--- src/gds_pkg.sv ---
// Shared codes, constants and the month length helper for the Gregorian date stepper.
`timescale 1ns / 1ps

package gds_pkg;

   // Request command codes.
   localparam logic [2:0] CMD_LOAD  = 3'd0;
   localparam logic [2:0] CMD_ADD_D = 3'd1;
   localparam logic [2:0] CMD_SUB_D = 3'd2;
   localparam logic [2:0] CMD_ADD_M = 3'd3;
   localparam logic [2:0] CMD_SUB_M = 3'd4;
   localparam logic [2:0] CMD_ADD_Y = 3'd5;
   localparam logic [2:0] CMD_SUB_Y = 3'd6;

   // Response status codes.
   localparam logic [1:0] STATUS_OK      = 2'd0;
   localparam logic [1:0] STATUS_INVALID = 2'd1;
   localparam logic [1:0] STATUS_RANGE   = 2'd2;

   localparam int YEAR_MAX_DEFAULT = 9999;

   localparam logic [13:0] RESET_YEAR  = 14'd2000;
   localparam logic [3:0]  RESET_MONTH = 4'd1;
   localparam logic [4:0]  RESET_DAY   = 5'd1;

   // Reciprocals for division by constants: floor(x * R >> S) is exact over the operand range.
   localparam logic [15:0] RECIP25 = 16'd41944;  // shift 20, years below 16384
   localparam logic [15:0] RECIP12 = 16'd43691;  // shift 19, amounts below 65536

   localparam logic [4:0] MONTH_LEN [12] = '{
      5'd31, 5'd28, 5'd31, 5'd30, 5'd31, 5'd30, 5'd31, 5'd31, 5'd30, 5'd31, 5'd30, 5'd31
   };

   // Length of a month; a month code outside 1 to 12 counts as 31 days.
   function automatic logic [4:0] days_in(logic [3:0] month, logic leap);
      logic [4:0] len;
      len = 5'd31;
      if (month >= 4'd1 && month <= 4'd12) begin
         len = MONTH_LEN[month - 4'd1];
      end
      if (month == 4'd2 && leap) begin
         len = 5'd29;
      end
      return len;
   endfunction

endpackage

--- src/gds_mul.sv ---
// Shared 16 by 16 multiplier with a registered product.
`timescale 1ns / 1ps

module gds_mul (
   input  logic        clock,
   input  logic [15:0] mul_a,
   input  logic [15:0] mul_b,
   output logic [31:0] mul_prod
);

   logic [31:0] prod_ff;
   logic [31:0] prod_in;

   assign prod_in  = mul_a * mul_b;
   assign mul_prod = prod_ff;

   always_ff @(posedge clock) begin
      prod_ff <= prod_in;
   end

endmodule

--- src/gregorian_date_stepper.sv ---
// Top level of the Gregorian date stepper: sequencer, working date and response register.
`timescale 1ns / 1ps

// The block holds one Gregorian date and answers every request with the date that holds
// afterwards and a status code. A request is taken when req_valid is high and req_stall is
// low; the response is taken when rsp_valid is high and rsp_stall is low.
// Each request is worked through by a small sequencer around one shared multiplier, which
// serves both the leap year test (a divide by 25) and the month split (a divide by 12).
// req_stall is high from the cycle after a request is taken until its response has been
// loaded into the output register, so the block works on one request at a time.
// A load runs the leap test and then the date check; a year move checks the year range,
// then runs the leap test and clamps the day to the month; a month move first splits the
// amount by 12 and applies it, then goes on as a year move. A move refused by the year
// range check answers without the later steps. Day moves advance one whole month
// per cycle, with a pass through the leap test whenever a year boundary is crossed.
// The next request can be taken at the edge after rsp_valid rises.
// A new request may be taken while a finished response still waits in the output register;
// if the receiver stalls, the next response waits in the sequencer and the date it would
// commit is held back until the output register is free.
// Reset is synchronous and puts the date at 1 January 2000 with no response pending. A
// refused request keeps the stored date and returns it with a non-zero status.

module gregorian_date_stepper
   import gds_pkg::*;
#(
   parameter int YEAR_MAX = YEAR_MAX_DEFAULT
) (
   input  logic        clock,
   input  logic        reset,
   input  logic        req_valid,
   output logic        req_stall,
   input  logic [2:0]  req_cmd,
   input  logic [15:0] req_amount,
   input  logic [13:0] req_load_year,
   input  logic [3:0]  req_load_month,
   input  logic [4:0]  req_load_day,
   output logic        rsp_valid,
   input  logic        rsp_stall,
   output logic [13:0] rsp_cur_year,
   output logic [3:0]  rsp_cur_month,
   output logic [4:0]  rsp_cur_day,
   output logic [1:0]  rsp_status
);

   localparam logic signed [17:0] YMAX_S = 18'(YEAR_MAX);

   typedef enum logic [3:0] {
      ST_IDLE,
      ST_LEAP_MUL,
      ST_LEAP_EVAL,
      ST_LOAD_CHK,
      ST_DAY_STEP,
      ST_MDIV_MUL,
      ST_MDIV_EVAL,
      ST_MAPPLY,
      ST_RCHK,
      ST_CLAMP,
      ST_DONE
   } state_type;

   state_type          state_ff, state_in;
   logic [2:0]         cmd_ff, cmd_in;
   logic [15:0]        amt_ff, amt_in;
   logic [15:0]        rem_ff, rem_in;
   logic [3:0]         mrem_ff, mrem_in;
   logic signed [17:0] wy_ff, wy_in;
   logic [3:0]         wm_ff, wm_in;
   logic [4:0]         wd_ff, wd_in;
   logic               leap_ff, leap_in;
   logic [1:0]         status_ff, status_in;
   logic [13:0]        year_ff, year_in;
   logic [3:0]         month_ff, month_in;
   logic [4:0]         day_ff, day_in;
   logic               rsp_valid_ff, rsp_valid_in;
   logic [13:0]        rsp_year_ff, rsp_year_in;
   logic [3:0]         rsp_month_ff, rsp_month_in;
   logic [4:0]         rsp_day_ff, rsp_day_in;
   logic [1:0]         rsp_status_ff, rsp_status_in;

   logic [15:0]        mul_a, mul_b;
   logic [31:0]        mul_prod;

   logic [13:0]        y14;
   logic [9:0]         q25;
   logic [13:0]        q25x;
   logic               div25;
   logic               leap_now;
   logic [12:0]        q12;
   logic [15:0]        q12x;
   logic [15:0]        r12;
   logic [4:0]         dim;
   logic [4:0]         left;
   logic [4:0]         msum;
   logic signed [17:0] q_s;
   logic signed [17:0] wy_up, wy_dn;
   logic               req_take;

   // The multiplier is fed the working year for the leap test, or the month count for the
   // split into years and months.
   assign mul_a = (state_ff == ST_MDIV_MUL) ? amt_ff : {2'd0, y14};
   assign mul_b = (state_ff == ST_MDIV_MUL) ? RECIP12 : RECIP25;

   gds_mul u_mul (
      .clock    (clock),
      .mul_a    (mul_a),
      .mul_b    (mul_b),
      .mul_prod (mul_prod)
   );

   // Leap test: divisible by 4, and either not by 25 or also by 16.
   assign y14      = wy_ff[13:0];
   assign q25      = mul_prod[29:20];
   assign q25x     = ({4'd0, q25} << 4) + ({4'd0, q25} << 3) + {4'd0, q25};
   assign div25    = (y14 == q25x);
   assign leap_now = (y14[1:0] == 2'd0) && (!div25 || (y14[3:0] == 4'd0));

   // Month count split: quotient in whole years, remainder in months.
   assign q12  = mul_prod[31:19];
   assign q12x = ({3'd0, q12} << 3) + ({3'd0, q12} << 2);
   assign r12  = amt_ff - q12x;

   assign dim   = days_in(wm_ff, leap_ff);
   assign left  = dim - wd_ff;
   assign msum  = {1'b0, wm_ff} + {1'b0, mrem_ff};
   assign q_s   = $signed({5'd0, rem_ff[12:0]});
   assign wy_up = wy_ff + 18'sd1;
   assign wy_dn = wy_ff - 18'sd1;

   assign req_stall = (state_ff != ST_IDLE);
   assign req_take  = req_valid && !req_stall;

   always_comb begin
      state_in      = state_ff;
      cmd_in        = cmd_ff;
      amt_in        = amt_ff;
      rem_in        = rem_ff;
      mrem_in       = mrem_ff;
      wy_in         = wy_ff;
      wm_in         = wm_ff;
      wd_in         = wd_ff;
      leap_in       = leap_ff;
      status_in     = status_ff;
      year_in       = year_ff;
      month_in      = month_ff;
      day_in        = day_ff;
      rsp_valid_in  = rsp_valid_ff;
      rsp_year_in   = rsp_year_ff;
      rsp_month_in  = rsp_month_ff;
      rsp_day_in    = rsp_day_ff;
      rsp_status_in = rsp_status_ff;

      if (rsp_valid_ff && !rsp_stall) begin
         rsp_valid_in = 1'b0;
      end

      unique case (state_ff)
         ST_IDLE: begin
            if (req_take) begin
               cmd_in    = req_cmd;
               amt_in    = req_amount;
               rem_in    = req_amount;
               wy_in     = $signed({4'd0, year_ff});
               wm_in     = month_ff;
               wd_in     = day_ff;
               status_in = STATUS_OK;
               unique case (req_cmd) inside
                  CMD_LOAD: begin
                     wy_in    = $signed({4'd0, req_load_year});
                     wm_in    = req_load_month;
                     wd_in    = req_load_day;
                     state_in = ST_LEAP_MUL;
                  end
                  CMD_ADD_D, CMD_SUB_D: begin
                     state_in = ST_LEAP_MUL;
                  end
                  CMD_ADD_M, CMD_SUB_M: begin
                     state_in = ST_MDIV_MUL;
                  end
                  CMD_ADD_Y: begin
                     wy_in    = $signed({4'd0, year_ff}) + $signed({2'd0, req_amount});
                     state_in = ST_RCHK;
                  end
                  CMD_SUB_Y: begin
                     wy_in    = $signed({4'd0, year_ff}) - $signed({2'd0, req_amount});
                     state_in = ST_RCHK;
                  end
                  default: begin
                     state_in = ST_DONE;
                  end
               endcase
            end
         end

         ST_LEAP_MUL: begin
            state_in = ST_LEAP_EVAL;
         end

         ST_LEAP_EVAL: begin
            leap_in = leap_now;
            unique case (cmd_ff) inside
               CMD_LOAD:             state_in = ST_LOAD_CHK;
               CMD_ADD_D, CMD_SUB_D: state_in = ST_DAY_STEP;
               default:              state_in = ST_CLAMP;
            endcase
         end

         ST_LOAD_CHK: begin
            if (wy_ff >= 18'sd1 && wy_ff <= YMAX_S && wm_ff >= 4'd1 && wm_ff <= 4'd12
                && wd_ff >= 5'd1 && wd_ff <= dim) begin
               status_in = STATUS_OK;
            end else begin
               status_in = STATUS_INVALID;
            end
            state_in = ST_DONE;
         end

         // One month per cycle: a remaining count that reaches past the month moves to the
         // first (or last) day of the neighbouring month, otherwise the day is set directly.
         ST_DAY_STEP: begin
            if (rem_ff == 16'd0) begin
               state_in = ST_DONE;
            end else if (cmd_ff == CMD_ADD_D) begin
               if (rem_ff > {11'd0, left}) begin
                  rem_in = rem_ff - {11'd0, left} - 16'd1;
                  wd_in  = 5'd1;
                  if (wm_ff == 4'd12) begin
                     wm_in = 4'd1;
                     wy_in = wy_up;
                     if (wy_up > YMAX_S) begin
                        status_in = STATUS_RANGE;
                        state_in  = ST_DONE;
                     end else begin
                        state_in = ST_LEAP_MUL;
                     end
                  end else begin
                     wm_in = wm_ff + 4'd1;
                  end
               end else begin
                  wd_in    = wd_ff + rem_ff[4:0];
                  rem_in   = 16'd0;
                  state_in = ST_DONE;
               end
            end else begin
               if (rem_ff >= {11'd0, wd_ff}) begin
                  rem_in = rem_ff - {11'd0, wd_ff};
                  if (wm_ff == 4'd1) begin
                     wm_in = 4'd12;
                     wd_in = 5'd31;
                     wy_in = wy_dn;
                     if (wy_dn < 18'sd1) begin
                        status_in = STATUS_RANGE;
                        state_in  = ST_DONE;
                     end else begin
                        state_in = ST_LEAP_MUL;
                     end
                  end else begin
                     wm_in = wm_ff - 4'd1;
                     wd_in = days_in(wm_ff - 4'd1, leap_ff);
                  end
               end else begin
                  wd_in    = wd_ff - rem_ff[4:0];
                  rem_in   = 16'd0;
                  state_in = ST_DONE;
               end
            end
         end

         ST_MDIV_MUL: begin
            state_in = ST_MDIV_EVAL;
         end

         ST_MDIV_EVAL: begin
            rem_in   = {3'd0, q12};
            mrem_in  = r12[3:0];
            state_in = ST_MAPPLY;
         end

         ST_MAPPLY: begin
            if (cmd_ff == CMD_ADD_M) begin
               if (msum > 5'd12) begin
                  wm_in = 4'(msum - 5'd12);
                  wy_in = wy_ff + q_s + 18'sd1;
               end else begin
                  wm_in = msum[3:0];
                  wy_in = wy_ff + q_s;
               end
            end else begin
               if (wm_ff > mrem_ff) begin
                  wm_in = wm_ff - mrem_ff;
                  wy_in = wy_ff - q_s;
               end else begin
                  wm_in = 4'({1'b0, wm_ff} + 5'd12 - {1'b0, mrem_ff});
                  wy_in = wy_ff - q_s - 18'sd1;
               end
            end
            state_in = ST_RCHK;
         end

         ST_RCHK: begin
            if (wy_ff < 18'sd1 || wy_ff > YMAX_S) begin
               status_in = STATUS_RANGE;
               state_in  = ST_DONE;
            end else begin
               state_in = ST_LEAP_MUL;
            end
         end

         ST_CLAMP: begin
            if (wd_ff > dim) begin
               wd_in = dim;
            end
            state_in = ST_DONE;
         end

         ST_DONE: begin
            if (!rsp_valid_ff || !rsp_stall) begin
               rsp_valid_in  = 1'b1;
               rsp_status_in = status_ff;
               if (status_ff == STATUS_OK) begin
                  year_in      = y14;
                  month_in     = wm_ff;
                  day_in       = wd_ff;
                  rsp_year_in  = y14;
                  rsp_month_in = wm_ff;
                  rsp_day_in   = wd_ff;
               end else begin
                  rsp_year_in  = year_ff;
                  rsp_month_in = month_ff;
                  rsp_day_in   = day_ff;
               end
               state_in = ST_IDLE;
            end
         end

         default: begin
            state_in = ST_IDLE;
         end
      endcase
   end

   always_ff @(posedge clock) begin
      cmd_ff        <= cmd_in;
      amt_ff        <= amt_in;
      rem_ff        <= rem_in;
      mrem_ff       <= mrem_in;
      wy_ff         <= wy_in;
      wm_ff         <= wm_in;
      wd_ff         <= wd_in;
      leap_ff       <= leap_in;
      status_ff     <= status_in;
      rsp_year_ff   <= rsp_year_in;
      rsp_month_ff  <= rsp_month_in;
      rsp_day_ff    <= rsp_day_in;
      rsp_status_ff <= rsp_status_in;
      if (reset) begin
         state_ff     <= ST_IDLE;
         rsp_valid_ff <= 1'b0;
         year_ff      <= RESET_YEAR;
         month_ff     <= RESET_MONTH;
         day_ff       <= RESET_DAY;
      end else begin
         state_ff     <= state_in;
         rsp_valid_ff <= rsp_valid_in;
         year_ff      <= year_in;
         month_ff     <= month_in;
         day_ff       <= day_in;
      end
   end

   assign rsp_valid     = rsp_valid_ff;
   assign rsp_cur_year  = rsp_year_ff;
   assign rsp_cur_month = rsp_month_ff;
   assign rsp_cur_day   = rsp_day_ff;
   assign rsp_status    = rsp_status_ff;

endmodule

--- config.mk ---
export PLATFORM = sky130hd
export DESIGN_NAME = gregorian_date_stepper
export DESIGN_NICKNAME = d
export VERILOG_FILES = /design/src/gds_pkg.sv /design/src/gds_mul.sv /design/src/gregorian_date_stepper.sv
export SDC_FILE = /design/constraint.sdc
export NUM_CORES = 1
export LEC_CHECK = 0
export BUFFER_PORTS_ARGS = -buffer_cell sky130_fd_sc_hd__buf_2
export CORE_MARGIN = 2
export CORE_UTILIZATION = 25
export DETAILED_ROUTE_END_ITERATION = 6
export GPL_ROUTABILITY_DRIVEN = 0
export SETUP_SLACK_MARGIN = 0.1
export SYNTH_ARGS = -nofsm -noshare
export SYNTH_HDL_FRONTEND = slang
export SYNTH_SLANG_ARGS = --single-unit
--- constraint.sdc ---
create_clock -name clock -period 20.7 [get_ports clock]
set_clock_uncertainty 0.1 [all_clocks]
set_input_delay 2.07 -clock clock [delete_from_list [all_inputs] [get_ports clock]]
set_output_delay 2.07 -clock clock [all_outputs]
set_load 0.03 [all_outputs]
==> run metrics, run 1 <==
status finished clean; Fin. Hold Viols 0; DRT Pass-1 Iters 7; Arr. time, crit path between 9 and 10 ns; post-synthesis register bit count 135; first-pass GRT wire length ~96 mm; mux contribution to synthesized area 2.88%; top_reg_cell synth edfxtp_1; Post-DRT Antenna Nets 0; setup bufs post-CTS 0; Post-route DRC 0; top-count cell post-synth inv_1; total negative slack 0 ns; Reg-to-Reg End u_mul.mul_prod[31]; Net count, final approximately 2700; Wirelength per Cell between 15 and 20 µm; I/O pin cnt 73; reg2reg setup slack approximately 12 ns; leading cell types by count after synthesis 310 x inv_1, 264 x ha_1, 158 x nor2_1, 148 x nand2_1, 131 x fa_1; placed wire-length estimate 50.3 mm; clock sinks 135; Reg-to-Reg Start state_ff[2]; leading post-synthesis cells by cell area ha_1 17%, edfxtp_1 15%, fa_1 14%; Max-Cap Viols 0; Synth Instances 2249; final setup fails 0; share of layout cells above drive strength 1 8.78%; Cell Rows a little over 100; clock latency on the worst-skew pair about 0.47 ns; CTS tree done; Worst setup EP type flip-flop; Top Layer Used met4; Starting Density between 20 and 30%; vias post-DR around 17000; largest family of logic cells by synthesized area adder cells; core area roughly 77000 µm²; total die area 79900 µm²; CP endpoint u_mul.mul_prod[31]; n_diodes 0; DR WL met3 about 4.2 mm; Longest Clk Path Bufs 2; post-synthesis adder-cell area fraction approximately 31%; CTS clk-pin slew, worst paths 0.07 ns; antenna violations before repair 0; gr usage total around 16%; M1 WL around 28 mm; Yosys top cell by area ha_1; Worst Reg-to-Reg Cells 24; XOR/XNOR Fraction of Synth Area ~6.8%; Synth Area in Compound Gates 17.6%; crit path from state_ff[2]; pin count of the biggest net entering global routing between 40 and 50; root buffer cell clkbuf_16; Post-Syn Area about 19000 µm²; post-synthesis sequential area ratio around a fifth; Syn Area/Cell roughly 8.6 µm²; metal2 WL roughly 28 mm; Startpoint Class flip-flop; Slew Viols, Final 0; Worst Path Max Fanout 22; Post-synth EDFFs between 90 and 100; ys async rst share 0%; total congestion overflow 0; Slew headroom about a fifth; H-tree depth 4; Yosys cell types 88; Period Utilization, post-route 42.5%; IO buf count between 70 and 80; worst path required time roughly 21 ns; area growth from synthesis to layout 11.1%; die extent in x about 280 µm; Simple-Gate Fraction of Synth Area between 15 and 20%; worst slew pin tran 1.19 ns; Crit Path Category reg2reg; Period minus WS final 8.79 ns; yosys warns 0; Die Y 283 µm; Max Clock Freq about 0.11 GHz; CTS resizes 0; Hold Buf Count CTS 0; DRT iter0 DRCs between 1500 and 2000; WL final between 60 and 70 mm; vias in the first global route approximately 16000; number of CTS-inserted buffers 17; RSZ-0062 raised after global routing no; vias per cell slightly above 5; Hold WC Path Type reg2reg; Yosys top cell area share between 10% and 20%
stage by stage:
step | cell area (µm²) | worst slack (ns) | cells | utilization [%] | hold slack [ns]
after floorplan | 19400 | 13.47 | 2254 | - | 0.327
after global placement | 21000 | 12.11 | 3296 | 27.2 | 0.372
after detailed placement | 21000 | 11.97 | 3296 | 27.2 | 0.382
after CTS | 21600 | 11.93 | 3328 | 28.0 | 0.398
after global routing | 21600 | 11.40 | 3328 | 28.0 | 0.397
final | 21600 | 11.91 | 3328 | 28.0 | 0.389
kinds of logic after synthesis:
group | Yosys count
AO/OA/AOI/OAI | 503
XOR/XNOR | 150
adder cells (fa/ha/maj) | 395
buffers and inverters | 409
flip-flops | 135
multiplexers | 53
other | 2
AND/OR/NAND/NOR | 602
worst min-delay path by stage:
stage	from	to	slack, ns	depth (start not counted)
2_1_floorplan	status_ff[1]	rsp_status[1]	0.33	0
4_1_cts	status_ff[0]	rsp_status[0]	0.40	0
6_report	status_ff[0]	rsp_status[0]	0.39	0
3_5_place_dp	status_ff[0]	rsp_status[0]	0.38	0
5_1_grt	status_ff[0]	rsp_status[0]	0.40	0
3_3_place_gp	status_ff[1]	rsp_status[1]	0.37	0
layer usage:
metal	track usage, %	up-vias
li1	-	7939
met1	21.7	8120
met2	24.2	628
met3	2.49	122
met4	6.00	0
met5	0	-
placed cells by master, fill, tap and decap left out, types with 41 or more instances in the layout:
cell      Yosys  final
a21oi_1     127    126
buf_2         4     72
dfxtp_1      41     41
edfxtp_1     94     94
fa_1        131    131
ha_1        264    264
inv_1       310    310
nand2_1     148    148
nor2_1      158    157
nor3_1       61     60
o21ai_0      89     89
xnor2_1     116    116
state kept, by name, summed over array words and instances, names as in the netlist:
register	count
amt_ff	16
cmd_ff	3
day_ff	5
leap_ff	1
month_ff	4
mrem_ff	4
rem_ff	16
rsp_cur_day	5
rsp_cur_month	4
rsp_cur_year	14
rsp_status	2
rsp_valid	1
state_ff	4
status_ff	2
u_mul.mul_prod	13
wd_ff	5
wm_ff	4
wy_ff	18
year_ff	14
worst max-delay path, stage by stage, from the launching register on:
cell and delay (ns):
dfxtp_1 0.76, nor4bb_4 1.15, nand2_1 0.31, nand2_1 0.31, inv_1 0.10, fa_1 0.54, inv_1 0.04, ha_1 0.30
fa_1 0.47, fa_1 0.54, fa_1 0.55, inv_1 0.06, fa_1 0.52, inv_1 0.04, ha_1 0.29, nand2_1 0.07
or2_2 0.30, or3_1 0.37, o221ai_1 0.41, a41oi_1 0.38, o2111ai_1 0.31, o2111a_1 0.29, a311oi_1 0.16, o21bai_1 0.19
xnor2_1 0.09
cell type report:
| cell class | instances | area [µm²] |
|---|---|---|
| fill | 8426 | 55500 |
| multi-input combinational | 1710 | 14300 |
| sequential | 135 | 3640 |
| tap | 1040 | 1300 |
| inverter | 310 | 1160 |
| timing repair buffer | 101 | 578 |
| clock buffer | 17 | 425 |
| clock inverter | 15 | 178 |
Power of run 1 is left out: the tool's default activity adds up to more than one toggle a clock period on the data nets, which glitch-free logic cannot reach.
==> run 2: changes to the inputs <==
==> constraint.sdc (replaced) <==
create_clock -name clock -period 8.5 [get_ports clock]
set_clock_uncertainty 0.1 [all_clocks]
set_input_delay 0.85 -clock clock [delete_from_list [all_inputs] [get_ports clock]]
set_output_delay 0.85 -clock clock [all_outputs]
set_load 0.03 [all_outputs]
==> run metrics, run 2 (same netlist as run 1, synthesis figures left out) <==
status finished clean (unchanged); I/O pin cnt 73 (unchanged); Wirelength per Cell 18.7 µm (was 18.6 µm); Net count, final 2725 (was 2716); number of CTS-inserted buffers 17 (unchanged); Period Utilization, post-route 92.2% (was 42.5%); Startpoint Class flip-flop (unchanged); Placement Setup Slack 0.322 ns (was 11.97 ns); share of layout cells above drive strength 1 9.10% (was 8.78%); Top reg by flops wy_ff (unchanged); Post-DRT Antenna Nets 0 (unchanged); Crit Path Category reg2reg (unchanged); Arr. time, crit path 8.06 ns (was 9.04 ns); die extent in x 283 µm (unchanged); IO buf count 72 (unchanged); final setup fails 0 (unchanged); vias per cell 5.08 (was 5.05); gr usage total 15.6% (about the same); Starting Density 25.2% (unchanged); Longest Clk Path Bufs 2 (unchanged); clock sinks 135 (unchanged); Hold Buf Count CTS 0 (unchanged); placed wire-length estimate 50.5 mm (was 50.3 mm); core area 77100 µm² (unchanged); Worst Path Max Fanout 15 (was 22); pin count of the biggest net entering global routing 38 (was 44); H-tree depth 4 (unchanged); max reg flops 18 (unchanged); total die area 79900 µm² (unchanged); Max-Cap Viols 0 (unchanged); total congestion overflow 0 (unchanged); Post-route DRC 0 (unchanged); Die Y 283 µm (unchanged); Cell Rows 102 (unchanged); worst path required time 8.73 ns (was 20.95 ns); register area 3640 µm² (unchanged); most frequent cells in the layout 310 x inv_1, 264 x ha_1, 157 x nor2_1 (unchanged); CTS tree done (unchanged); first-pass GRT wire length 96.5 mm (was 95.9 mm); Hold WC Path Type reg2reg (unchanged); most common library cell in the layout ignoring fill and taps inv_1 (unchanged); Slew Viols, Final 0 (unchanged); total negative slack 0 ns (unchanged); root buffer cell clkbuf_16 (unchanged); vias post-DR 17000 (was 16800); clock latency on the worst-skew pair 0.44 ns (was 0.47 ns); antenna violations before repair 3 (was 0); multi-input logic area 14300 µm² (about the same); Slew headroom 30.3% (was 20.2%); Max Clock Freq 0.128 GHz (was 0.114 GHz); DRT iter0 DRCs 1843 (was 1862); Largest regs wy_ff (18), amt_ff (16), rem_ff (16) (unchanged); setup ws final 0.664 ns (was 11.91 ns); Period minus WS final 7.84 ns (was 8.79 ns); vias in the first global route 16400 (was 16100); # fillers 8270 (was 8426); area growth from synthesis to layout 11.4% (was 11.1%); worst slew pin tran 1.05 ns (was 1.19 ns); DRT Pass-1 Iters 6 (was 7); RSZ-0062 raised after global routing no (unchanged); Worst setup EP type flip-flop (unchanged); CTS clk-pin slew, worst paths 0.07 ns (about the same); Fin. Hold Viols 0 (unchanged); WL final 62.4 mm (was 62.0 mm)
[run 2: path summary, 6_finish.rpt]
| path | cells after the start | startpoint | endpoint | slack (ns) |
|---|---|---|---|---|
| setup / recovery | 25 | state_ff[3] | u_mul.mul_prod[31] | 0.66 |
| hold / removal | 0 | status_ff[1] | rsp_status[1] | 0.38 |
| setup reg to reg | 25 | state_ff[3] | u_mul.mul_prod[31] | 0.66 |
| hold reg to reg | 0 | status_ff[1] | rsp_status[1] | 0.38 |
[run 2: cell type report]
cell class / count / area share [%]
multi-input cells: 1710 / 66.0
flip-flops and latches: 135 / 16.9
well taps: 1040 / 6.02
inverters: 310 / 5.38
repair buffers: 110 / 3.04
clock buffers: 22 / 2.30
clock inverters: 10 / 0.394
diodes: 1 / 0.0116
[run 2: what timing repair did]
item,CTS,global route
setup endpoints to repair,0,3
setup buffers,0,2
hold endpoints to repair,0,0
gates resized for setup,0,1
[run 2: per-layer routing]
metal,part of all wire [%],track usage (%)
met1,44,21.6
met5,0,0
met2,45,25.2
met4,3.5,4.91
met3,7.6,2.10
[run 2: metrics by stage]
step	std cells	instance area (µm²)	hold WS [ns]	util, %
final	3338	21600	0.383	28.0
after global routing	3338	21600	0.390	28.0
after CTS	3335	21600	0.388	28.0
after detailed placement	3303	21000	0.367	27.2
after global placement	3303	21000	0.368	27.2
after floorplan	2254	19400	0.327	-
[run 2: worst max-delay path: stages, from the launching register on]
cell and delay [ns]:
dfxtp_1 0.34, nor2b_1 0.31, nand2_2 0.33, nand2_1 0.22, o21ai_0 0.26, ha_1 0.37, inv_1 0.05, fa_1 0.54
inv_1 0.06, fa_1 0.53, fa_1 0.54, fa_1 0.56, inv_1 0.06, fa_1 0.53, inv_1 0.04, ha_1 0.28
nand2_1 0.06, or2_2 0.30, or3_1 0.36, o221ai_1 0.56, a41oi_1 0.33, o2111ai_1 0.28, o2111a_1 0.28, a311oi_1 0.14
o21bai_1 0.18, xnor2_1 0.09
Power of run 2 is left out for the same reason.
==> run 3: changes to the inputs <==
--- a/config.mk
+++ b/config.mk
@@ -10,6 +10,7 @@
 export CORE_UTILIZATION = 25
 export DETAILED_ROUTE_END_ITERATION = 6
 export GPL_ROUTABILITY_DRIVEN = 0
+export REMOVE_ABC_BUFFERS = 1
 export SETUP_SLACK_MARGIN = 0.1
 export SYNTH_ARGS = -nofsm -noshare
 export SYNTH_HDL_FRONTEND = slang
==> run metrics, run 3 (same netlist as run 1, synthesis figures left out) <==
Wirelength per Cell 18.6 µm (was 18.7 µm); status finished clean (unchanged); most frequent cells in the layout 310 x inv_1, 264 x ha_1, 156 x nor2_1 (was 310 x inv_1, 264 x ha_1, 157 x nor2_1); Fin. Hold Viols 0 (unchanged); Slew Viols, Final 0 (unchanged); WHS Endpoint rsp_status[0] (was rsp_status[1]); Top reg by flops wy_ff (unchanged); share of layout cells above drive strength 1 8.99% (was 9.10%); clock latency on the worst-skew pair 0.46 ns (was 0.44 ns); worst slew pin tran 1.22 ns (was 1.05 ns); worst hold slack 0.375 ns (was 0.383 ns); Worst setup EP type flip-flop (unchanged); Period minus WS final 7.92 ns (was 7.84 ns); setup bufs post-CTS 0 (unchanged); IO buf count 72 (unchanged); max incr delay on CP 0.55 ns (was 0.56 ns); Longest Clk Path Bufs 2 (unchanged); pin count of the biggest net entering global routing 38 (unchanged); final setup fails 0 (unchanged); Die Y 283 µm (unchanged); first-pass GRT wire length 94.2 mm (was 96.5 mm); Reg-to-Reg End u_mul.mul_prod[31] (unchanged); RSZ-0062 raised after global routing no (unchanged); register area 3640 µm² (unchanged); CTS tree done (unchanged); vias per cell 5.01 (was 5.08); total die area 79900 µm² (unchanged); DRT iter0 DRCs 1552 (was 1843); crit path buf inv count 5 (was 4); I/O pin cnt 73 (unchanged); cell mode on critical path fa_1 (unchanged); CTS clk-pin slew, worst paths 0.06 ns (was 0.07 ns); clock sinks 135 (unchanged); Reg-to-Reg Start state_ff[3] (unchanged); most common library cell in the layout ignoring fill and taps inv_1 (unchanged); DRT Pass-1 Iters 6 (unchanged); area growth from synthesis to layout 11.3% (was 11.4%); max reg flops 18 (unchanged); vias post-DR 16700 (was 17000); multi-input logic area 14300 µm² (about the same); worst path required time 8.78 ns (was 8.73 ns); Starting Density 25.2% (unchanged); die extent in x 283 µm (unchanged); Arr. time, crit path 8.20 ns (was 8.06 ns); Min-Delay Startpoint status_ff[0] (was status_ff[1]); core area 77100 µm² (unchanged); H-tree depth 4 (unchanged); reg2reg setup slack 0.58 ns (was 0.66 ns); number of CTS-inserted buffers 17 (unchanged); Net count, final 2721 (was 2725); Largest regs wy_ff (18), amt_ff (16), rem_ff (16) (unchanged); Cell Rows 102 (unchanged); Slew headroom 18.6% (was 30.3%); Worst Reg-to-Reg Cells 26 (was 25); CP delay by family, top adder cells (unchanged); hold path depth 0 (unchanged); WL final 61.9 mm (was 62.4 mm); Crit Path Category reg2reg (unchanged); antenna violations before repair 1 (was 3); Max-Cap Viols 0 (unchanged); Period Utilization, post-route 93.2% (was 92.2%); total congestion overflow 0 (unchanged); Crit-path slowest cell dfxtp_1 (was fa_1); Placed Cells 3301 (was 3303); total negative slack 0 ns (unchanged); root buffer cell clkbuf_16 (unchanged); Hold WC Path Type reg2reg (unchanged); Post-route DRC 0 (unchanged); # fillers 8339 (was 8270); Final Util 28.0% (about the same); Worst Path Max Fanout 23 (was 15); fin cells 3333 (was 3338); Max Clock Freq 0.126 GHz (was 0.128 GHz); placed wire-length estimate 50.4 mm (was 50.5 mm); vias in the first global route 15900 (was 16400); Startpoint Class flip-flop (unchanged); Post-DRT Antenna Nets 0 (unchanged); gr usage total 15.4% (was 15.6%)
run 3: changes by cell type in the layout (fill, tap and decap cells not counted), moves of 2 or more:
cell,previous run,this run
clkinv_4,5,1
buf_4,37,34
inv_6,3,6
bufinv_16,0,2
run 3: layer usage:
| layer | vias to the layer above | wire, µm | track usage, % |
|---|---|---|---|
| met5 | - | 0 | 0 |
| li1 | 7912 | - | - |
| met4 | 0 | 2010 | 4.91 |
| met3 | 90 | 4510 | 2.50 |
| met2 | 679 | 27200 | 23.5 |
| met1 | 8004 | 28200 | 21.9 |
run 3: layout make-up:
| class | instances | share of cell area, % |
|---|---|---|
| multi-input cells | 1710 | 66.1 |
| clock inverters | 11 | 0.620 |
| flip-flops and latches | 135 | 16.9 |
| diodes | 1 | 0.0116 |
| repair buffers | 106 | 2.85 |
| inverters | 310 | 5.39 |
| clock buffers | 20 | 2.17 |
| well taps | 1040 | 6.02 |
run 3: worst register-to-register path, stage by stage (launching register included):
cell       delay (ns)
dfxtp_1          0.55
nor2b_1          0.18
nand2_1          0.41
buf_4            0.36
nand2_1          0.17
nand2_1          0.22
inv_1            0.09
fa_1             0.51
inv_1            0.04
ha_1             0.30
fa_1             0.48
fa_1             0.53
fa_1             0.55
inv_1            0.06
fa_1             0.53
inv_1            0.04
ha_1             0.26
nand2_1          0.05
or2_2            0.32
or3_1            0.40
o221ai_2         0.38
a41oi_1          0.29
o2111ai_1        0.28
o2111a_1         0.28
a311oi_1         0.15
o21bai_1         0.18
xnor2_1          0.14
run 3: timing repair:
item / CTS / global route
gates resized for setup: 0 / 1
hold buffers: 0 / 0
setup endpoints to repair: 0 / 1
run 3: stage by stage:
step | setup WS [ns] | instance area [µm²]
4_1_cts | 0.453 | 21600
3_3_place_gp | 0.665 | 21000
6_report | 0.578 | 21600
2_1_floorplan | 0.267 | 19000
3_5_place_dp | 0.466 | 21000
5_1_grt | 0.193 | 21600
run 3: worst max path at each step:
stage	from	end	slack, ns	depth (start not counted)
finish	state_ff[3]	u_mul.mul_prod[31]	0.58	26
global route	state_ff[3]	u_mul.mul_prod[31]	0.19	26
global placement	state_ff[3]	u_mul.mul_prod[31]	0.67	25
floorplan	state_ff[1]	u_mul.mul_prod[31]	0.27	24
CTS	state_ff[3]	u_mul.mul_prod[31]	0.45	26
detailed placement	state_ff[3]	u_mul.mul_prod[31]	0.47	26
Power of run 3 is left out for the same reason.
